**config.mk**
```make
export PLATFORM = sky130hd
export DESIGN_NAME = psg_tone_noise_generator
export DESIGN_NICKNAME = d
export VERILOG_FILES = /design/src/rtl/core/psg_pkg.sv /design/src/rtl/core/psg_tone_noise_generator.sv /design/src/rtl/core/psg_regs.sv /design/src/rtl/core/psg_gen.sv /design/src/rtl/core/psg_mix.sv
export SDC_FILE = /design/constraint.sdc
export NUM_CORES = 1
export LEC_CHECK = 0
export BUFFER_PORTS_ARGS = -buffer_cell sky130_fd_sc_hd__buf_2
export CAP_MARGIN = 10
export CORE_ASPECT_RATIO = 0.6
export CORE_MARGIN = 2
export CORE_UTILIZATION = 45
export CTS_CLUSTER_SIZE = 24
export DETAILED_ROUTE_END_ITERATION = 12
export PLACE_DENSITY = 0.72
export REMOVE_ABC_BUFFERS = 1
export SLEW_MARGIN = 25
export SYNTH_ARGS = -nofsm -noshare
export SYNTH_HDL_FRONTEND = slang
export SYNTH_SLANG_ARGS = --single-unit
export TNS_END_PERCENT = 1
```
**constraint.sdc**
```tcl
create_clock -name clock -period 10.67 [get_ports clock]
set_input_delay 2.134 -clock clock [delete_from_list [all_inputs] [get_ports clock]]
set_output_delay 2.134 -clock clock [all_outputs]
set_load 0.02 [all_outputs]
```
**src/rtl/core/psg_pkg.sv**
```systemverilog
// Shared types, opcodes and the attenuation table for the tone/noise generator.
// No dependencies; every module in rtl/core imports this package.
package psg_pkg;

   localparam int NUM_CH    = 4;
   localparam int NUM_TONE  = 3;
   localparam int PERIOD_W  = 10;
   localparam int VOL_W     = 4;
   localparam int SUM_W     = 18;
   localparam int SAMPLE_W  = 16;

   typedef enum logic {
      OP_WRITE = 1'b0,
      OP_TICK  = 1'b1
   } psg_op_type;

   typedef logic [NUM_CH-1:0][PERIOD_W-1:0] period_arr_type;
   typedef logic [NUM_CH-1:0][VOL_W-1:0]    volume_arr_type;

   // One beat leaving the input stage: a register write or a sample tick
   typedef struct packed {
      logic       wr_en;
      logic       tick_en;
      logic [7:0] data;
   } psg_cmd_type;

   localparam logic [PERIOD_W-1:0] PERIOD_LO_MASK = 10'h00F;
   localparam logic [PERIOD_W-1:0] PERIOD_HI_MASK = 10'h3F0;
   localparam logic [15:0]         NOISE_SEED     = 16'h8000;

   // Attenuation table: roughly 2 dB per step, last step silent
   function automatic logic [14:0] level_lookup(input logic [VOL_W-1:0] vol);
      logic [14:0] v;
      case (vol)
         4'd0:    v = 15'd32767;
         4'd1:    v = 15'd26028;
         4'd2:    v = 15'd20675;
         4'd3:    v = 15'd16422;
         4'd4:    v = 15'd13045;
         4'd5:    v = 15'd10362;
         4'd6:    v = 15'd8231;
         4'd7:    v = 15'd6538;
         4'd8:    v = 15'd5193;
         4'd9:    v = 15'd4125;
         4'd10:   v = 15'd3276;
         4'd11:   v = 15'd2602;
         4'd12:   v = 15'd2067;
         4'd13:   v = 15'd1642;
         4'd14:   v = 15'd1304;
         default: v = 15'd0;
      endcase
      return v;
   endfunction

endpackage

```
**src/rtl/core/psg_tone_noise_generator.sv**
```systemverilog
// Tone/noise sound generator top: input stage, register file, generators, mixer.
// A tick's sample is registered in the result reg once the tick leaves the input stage; writes give none.
// Throughput: one beat per cycle, unless a tick waits in the input stage on a full, stalled result reg.
// Reset (synchronous, active high): periods, counts, volumes, levels, latch clear;
// LFSR loads 0x8000; both pipeline stages empty. Depends on psg_pkg and submodules.
module psg_tone_noise_generator import psg_pkg::*; (
   input  logic                       clock,
   input  logic                       reset,
   input  logic                       req_valid,
   output logic                       req_stall,
   input  logic                       req_opcode,
   input  logic [7:0]                 req_data,
   output logic                       rsp_valid,
   input  logic                       rsp_stall,
   output logic signed [SAMPLE_W-1:0] rsp_sample
);

   // input stage
   logic       s1_valid_ff, s1_valid_in;
   psg_op_type s1_op_ff;
   logic [7:0] s1_data_ff;

   // result stage
   logic                       rsp_valid_ff, rsp_valid_in;
   logic signed [SAMPLE_W-1:0] rsp_sample_ff, rsp_sample_in;

   logic                       req_accept;
   logic                       advance;
   logic                       s1_tick;
   psg_cmd_type                cmd;
   period_arr_type             period;
   volume_arr_type             volume;
   logic [NUM_CH-1:0]          level_next;
   logic signed [SAMPLE_W-1:0] mix_sample;

   assign s1_tick = (s1_op_ff == OP_TICK);

   // A write beat always retires; a tick retires when the result reg is free
   // or is being emptied in this cycle.
   assign advance    = s1_valid_ff && (!s1_tick || !rsp_valid_ff || !rsp_stall);
   assign req_stall  = s1_valid_ff && !advance;
   assign req_accept = req_valid && !req_stall;

   assign cmd.wr_en   = advance && !s1_tick;
   assign cmd.tick_en = advance && s1_tick;
   assign cmd.data    = s1_data_ff;

   psg_regs u_regs (
      .clock  (clock),
      .reset  (reset),
      .cmd    (cmd),
      .period (period),
      .volume (volume)
   );

   psg_gen u_gen (
      .clock      (clock),
      .reset      (reset),
      .tick_en    (cmd.tick_en),
      .period     (period),
      .level_next (level_next)
   );

   psg_mix u_mix (
      .volume (volume),
      .level  (level_next),
      .sample (mix_sample)
   );

   always_comb begin
      s1_valid_in = s1_valid_ff;
      if (req_accept) begin
         s1_valid_in = 1'b1;
      end else if (advance) begin
         s1_valid_in = 1'b0;
      end

      rsp_valid_in  = rsp_valid_ff;
      rsp_sample_in = rsp_sample_ff;
      if (cmd.tick_en) begin
         rsp_valid_in  = 1'b1;
         rsp_sample_in = mix_sample;
      end else if (!rsp_stall) begin
         rsp_valid_in = 1'b0;
      end
   end

   always_ff @(posedge clock) begin
      if (reset) begin
         s1_valid_ff  <= 1'b0;
         rsp_valid_ff <= 1'b0;
      end else begin
         s1_valid_ff  <= s1_valid_in;
         rsp_valid_ff <= rsp_valid_in;
      end
   end

   // payload registers, no reset needed
   always_ff @(posedge clock) begin
      if (req_accept) begin
         s1_op_ff   <= psg_op_type'(req_opcode);
         s1_data_ff <= req_data;
      end
      rsp_sample_ff <= rsp_sample_in;
   end

   assign rsp_valid  = rsp_valid_ff;
   assign rsp_sample = rsp_sample_ff;

   // Input stage only holds off when a tick waits on a full, stalled result reg
   a_stall_cause: assert property (@(posedge clock) disable iff (reset)
      req_stall |-> (s1_valid_ff && s1_tick && rsp_valid_ff && rsp_stall))
      else $error("input stalled without a blocked tick");

   // A tick that retires must land in the result register
   a_tick_result: assert property (@(posedge clock) disable iff (reset)
      cmd.tick_en |=> rsp_valid_ff)
      else $error("retired tick produced no result");

   // Write beats never wait
   a_write_flows: assert property (@(posedge clock) disable iff (reset)
      (s1_valid_ff && !s1_tick) |-> advance)
      else $error("write beat held in input stage");

   // Mixed samples stay inside the symmetric range
   a_sample_range: assert property (@(posedge clock) disable iff (reset)
      rsp_valid_ff |-> (rsp_sample_ff != 16'sh8000))
      else $error("sample outside symmetric range");

endmodule

```
**src/rtl/core/psg_regs.sv**
```systemverilog
// Register file: latch index, channel periods and volumes, written by data bytes.
// Depends on psg_pkg.
module psg_regs import psg_pkg::*; (
   input  logic           clock,
   input  logic           reset,
   input  psg_cmd_type    cmd,
   output period_arr_type period,
   output volume_arr_type volume
);

   logic [2:0]          latched_ff, latched_in;
   period_arr_type      period_ff, period_in;
   volume_arr_type      volume_ff, volume_in;
   logic [2:0]          sel;
   logic [1:0]          ch;
   logic [PERIOD_W-1:0] p;

   always_comb begin
      latched_in = latched_ff;
      period_in  = period_ff;
      volume_in  = volume_ff;
      sel        = cmd.data[7] ? cmd.data[6:4] : latched_ff;
      ch         = sel[2:1];
      p          = '0;
      if (cmd.wr_en) begin
         latched_in = sel;
         if (sel[0]) begin
            volume_in[ch] = cmd.data[3:0];
         end else begin
            if (cmd.data[7]) begin
               p = (period_ff[ch] & PERIOD_HI_MASK) | {6'd0, cmd.data[3:0]};
            end else begin
               p = (period_ff[ch] & PERIOD_LO_MASK) | {cmd.data[5:0], 4'd0};
            end
            // a zero period is forced to one
            if (p == '0) begin
               p = PERIOD_W'(1);
            end
            period_in[ch] = p;
         end
      end
   end

   always_ff @(posedge clock) begin
      if (reset) begin
         latched_ff <= '0;
         period_ff  <= '0;
         volume_ff  <= '0;
      end else begin
         latched_ff <= latched_in;
         period_ff  <= period_in;
         volume_ff  <= volume_in;
      end
   end

   assign period = period_ff;
   assign volume = volume_ff;

endmodule

```
**src/rtl/core/psg_gen.sv**
```systemverilog
// Tone/noise generators: four period counters, three tone flip-flops and the LFSR.
// Depends on psg_pkg. Gives the channel levels as they stand after the current tick.
module psg_gen import psg_pkg::*; (
   input  logic              clock,
   input  logic              reset,
   input  logic              tick_en,
   input  period_arr_type    period,
   output logic [NUM_CH-1:0] level_next
);

   period_arr_type        count_ff, count_in;
   logic [NUM_TONE-1:0]   tone_ff, tone_in;
   logic [15:0]           noise_shift_ff, noise_shift_in;
   logic                  noise_ff, noise_in;
   logic [NUM_CH-1:0]     hit;
   logic [PERIOD_W-1:0]   n;

   always_comb begin
      count_in       = count_ff;
      tone_in        = tone_ff;
      noise_shift_in = noise_shift_ff;
      noise_in       = noise_ff;
      hit            = '0;
      n              = '0;
      for (int c = 0; c < NUM_CH; c++) begin
         n      = count_ff[c] + PERIOD_W'(1);
         hit[c] = (n >= period[c]);
         if (tick_en) begin
            count_in[c] = hit[c] ? '0 : n;
         end
      end
      if (tick_en) begin
         for (int c = 0; c < NUM_TONE; c++) begin
            tone_in[c] = tone_ff[c] ^ hit[c];
         end
         if (hit[NUM_CH-1]) begin
            noise_shift_in = {noise_shift_ff[0] ^ noise_shift_ff[1], noise_shift_ff[15:1]};
            noise_in       = noise_shift_ff[0];
         end
      end
      level_next = {noise_in, tone_in};
   end

   always_ff @(posedge clock) begin
      if (reset) begin
         count_ff       <= '0;
         tone_ff        <= '0;
         noise_shift_ff <= NOISE_SEED;
         noise_ff       <= 1'b0;
      end else begin
         count_ff       <= count_in;
         tone_ff        <= tone_in;
         noise_shift_ff <= noise_shift_in;
         noise_ff       <= noise_in;
      end
   end

endmodule

```
**src/rtl/core/psg_mix.sv**
```systemverilog
// Mixer: signed sum of four table levels, divided by four toward zero.
// Depends on psg_pkg (level_lookup, widths). Purely combinational.
module psg_mix import psg_pkg::*; (
   input  volume_arr_type             volume,
   input  logic [NUM_CH-1:0]          level,
   output logic signed [SAMPLE_W-1:0] sample
);

   logic signed [SUM_W-1:0] term [NUM_CH];
   logic signed [SUM_W-1:0] sum;
   logic signed [SUM_W-1:0] biased;

   always_comb begin
      sum = '0;
      for (int c = 0; c < NUM_CH; c++) begin
         term[c] = $signed({3'd0, level_lookup(volume[c])});
         if (!level[c]) begin
            term[c] = -term[c];
         end
         sum = sum + term[c];
      end
      // bias negatives by 3 so the arithmetic shift truncates toward zero
      biased = sum + (sum[SUM_W-1] ? SUM_W'(3) : SUM_W'(0));
      sample = SAMPLE_W'(biased >>> 2);
   end

endmodule
```
==> metrics.yaml <==
fillers: 2717
num_vias: 11000
worst_pin_slew_ns: 1.01
p_per_area_mw_per_mm2: 157
insertion_delay_ns: 0.53
grt_max_degree: 68
internal_power_mw: 1.50
cts_hold_buf: 0
gr-total-overflow: 0
die_w_um: 225
worstPathRequired_ns: 10.92
ys_seq_area_frac: 0.333
status: "finished clean"
final_nets: 1715
wire_per_inst_um: 17.9
clk_pin_slew_worst_paths_ns: 0.06
slew_headroom: 0.321
ys_dominant_reg_cell: "dfxtp_1"
power_frac_clock: 0.334
rsz0062_at_grt: "false"
setup_tns_ns: 0
drcViolationCount: 0
crit_arrival_ns: 9.35
ios: 31
yosys-top-cells-area: "dfxtp_1 28%, ha_1 8.9%, edfxtp_1 5.7%, nor2_1 5.7%, fa_1 5.2%"
clock_sinks: 206
num_antenna_cells: 0
period_share: 0.852
synth_cells: 1570
cpPeakStageDelay_ns: 0.83
h-tree-depth: 1
finalHoldViolCount: 0
vdd_drop_max_mv: 0.0905
fmax_mhz: 110
grt_use_total: 0.232
gp_congestion: 0.967
drtPass1Iterations: 5
seq_power_share: 0.379
synth_cell_types: 64
dr.first_iter.drc_count: 1264
antenna_found_initial: 3
cp_max_fo: 15
io_buffers: 30
hold_path_class: "register to register"
dp.final_hpwl_um: 26200
syn_avg_cell_area_sq_um: 8.37
die_height_um: 136
grt_pass1_wl_um: 55300
cts_max_path_buffers: 3
cts_resized: 0
synth_edf_count: 25
yosysWarnings: 0
dieArea_sq_mm: 0.0306
drive_gt1_frac: 0.0755
endpoint_kind: "register"
dpl-instance-area_sq_mm: 0.0136
netlist_area_sq_mm: 0.0131
drv_slew: 0
start_kind: "register"
setup-violations-final: 0
p_switching_mw: 0.752
viasPerCell: 5.59
combinationalPowerShare: 0.286
rows: 48
core_sq_mm: 0.0287
grt_pass1_vias: 10100
cpMostUsedCell: "ha_1"
synth_top_area_frac: 0.276
fin_skew_ns: 0.0232
worstSetupPathType: "register to register"
ys_async_sr_fraction: 0
period_needed_ns: 9.09
p_sw_frac: 0.334
design_area_sq_mm: 0.0143
tritoncts: "yes"
start_util: 0.458
root_buffer: "clkbuf_16"
cpMaxStageDelayCell: "a2111oi_0"
syn_to_final_growth_pct: 9.02
leakagePower_nw: 6.04
cts_made_buffers: 22
drv_cap: 0
utilization: 0.499
routed_wl_um: 35100
ant_nets: 0
synth_seq_cells: 206
post_cts_buffers: 0
yosysTopAreaCell: "dfxtp_1"
-- critical path: cells and delay by family, from the launching register on --
family | cells | cell delay [ns]
XOR/XNOR | 5 | 1.02
AO/OA/AOI/OAI | 9 | 2.85
AND/OR/NAND/NOR | 9 | 1.74
buffers and inverters | 4 | 0.57
flip-flops | 1 | 0.41
adder cells (fa/ha/maj) | 6 | 2.19
-- worst paths after layout --
path	start	endpoint	slack (ns)	cells past startpoint
min	u_gen.noise_shift_ff[10]$_SDFFE_PP0P_	u_gen.noise_shift_ff[9]$_SDFFE_PP0P_	0.45	2
max reg2reg	u_gen.count_ff[10]$_SDFFE_PP0P_	rsp_sample[5]$_DFFE_PP_	1.58	33
min reg2reg	u_gen.noise_shift_ff[10]$_SDFFE_PP0P_	u_gen.noise_shift_ff[9]$_SDFFE_PP0P_	0.45	2
max	u_gen.count_ff[10]$_SDFFE_PP0P_	rsp_sample[5]$_DFFE_PP_	1.58	33
-- cell usage after synthesis, types with 3 or more instances --
cell type	number
o2bb2ai_1	9
o221a_2	4
nor4_1	8
nand2b_1	10
nand2_1	174
edfxtp_1	25
fa_1	34
xor2_1	63
dfxtp_1	181
xnor2_1	67
o21a_1	8
a311oi_1	4
nand3b_1	9
mux2_2	3
o41ai_1	6
a21oi_1	83
or2_2	20
mux2i_1	31
or3_1	11
inv_1	142
nor3_1	28
o31ai_1	17
and3_1	27
nand4_1	7
a31oi_1	12
a21o_1	21
a22o_1	8
nor3b_1	6
a2bb2oi_1	3
o21bai_1	5
a211oi_1	57
a211o_1	4
clkbuf_1	53
or4_1	3
nand3_1	18
nor2_1	200
nor2b_1	4
buf_1	8
ha_1	94
o211ai_1	8
o21ai_0	66
-- cells in the final DEF, fill, tap and decap left out, types with 17 or more instances in the layout --
cell type	n
nand2_1	174
mux2i_1	31
clkbuf_16	22
a21oi_1	82
xnor2_1	67
nand3_1	18
and3_1	27
o21ai_0	66
a211oi_1	57
nor3_1	27
nor2_1	199
o31ai_1	17
fa_1	34
ha_1	94
buf_2	29
inv_1	141
edfxtp_1	25
a21o_1	21
dfxtp_1	181
or2_2	20
xor2_1	63
-- logic make-up (layout without fill, tap and decap cells) --
logic type      count (synthesis)  count (layout)  synth area share
simple gates                  540             540             0.189
compound gates                327             327             0.164
flops                         206             206             0.333
buf+inv                       204             224            0.0588
xor+xnor                      131             131            0.0885
fa+ha+maj                     128             128             0.141
mux                            34              34            0.0262
-- power by group through the flow --
stage               Clock, mW  Sequential [mW]  Combinational [mW]
floorplan                   0            0.871               0.459
global placement            0            0.872               0.607
detailed placement          0            0.871               0.627
CTS                     0.771            0.854               0.630
global route            0.803            0.856               0.720
finish                  0.754            0.855               0.646
-- per-layer routing --
metal | routed length [um] | part of all wire | track usage | up-vias
li1 | - | - | - | 5348
met1 | 17700 | 0.50 | 0.363 | 5173
met2 | 13400 | 0.38 | 0.318 | 407
met3 | 3460 | 0.099 | 0.0590 | 47
met4 | 581 | 0.017 | 0.0419 | 0
met5 | 0 | 0 | 0 | -
-- metrics by stage --
stage	std cells	setup slack (ns)	hold WS [ns]	total power, mW
detailed placement	1924	1.10	0.443	1.50
global placement	1924	1.49	0.436	1.48
global route	1965	1.02	0.462	2.38
CTS	1964	1.39	0.452	2.26
floorplan	1508	1.08	0.426	1.33
finish	1965	1.58	0.450	2.25
-- layout make-up --
type	count	area [sq um]	share of cell area
inverters	142	533	0.0372
repair buffers	42	246	0.0172
clock buffers	30	611	0.0426
clock inverters	10	87.6	0.00611
flip-flops and latches	206	4370	0.305
multi-input cells	1160	8010	0.559
well taps	375	469	0.0328
Power figures use the tool's default switching activity.
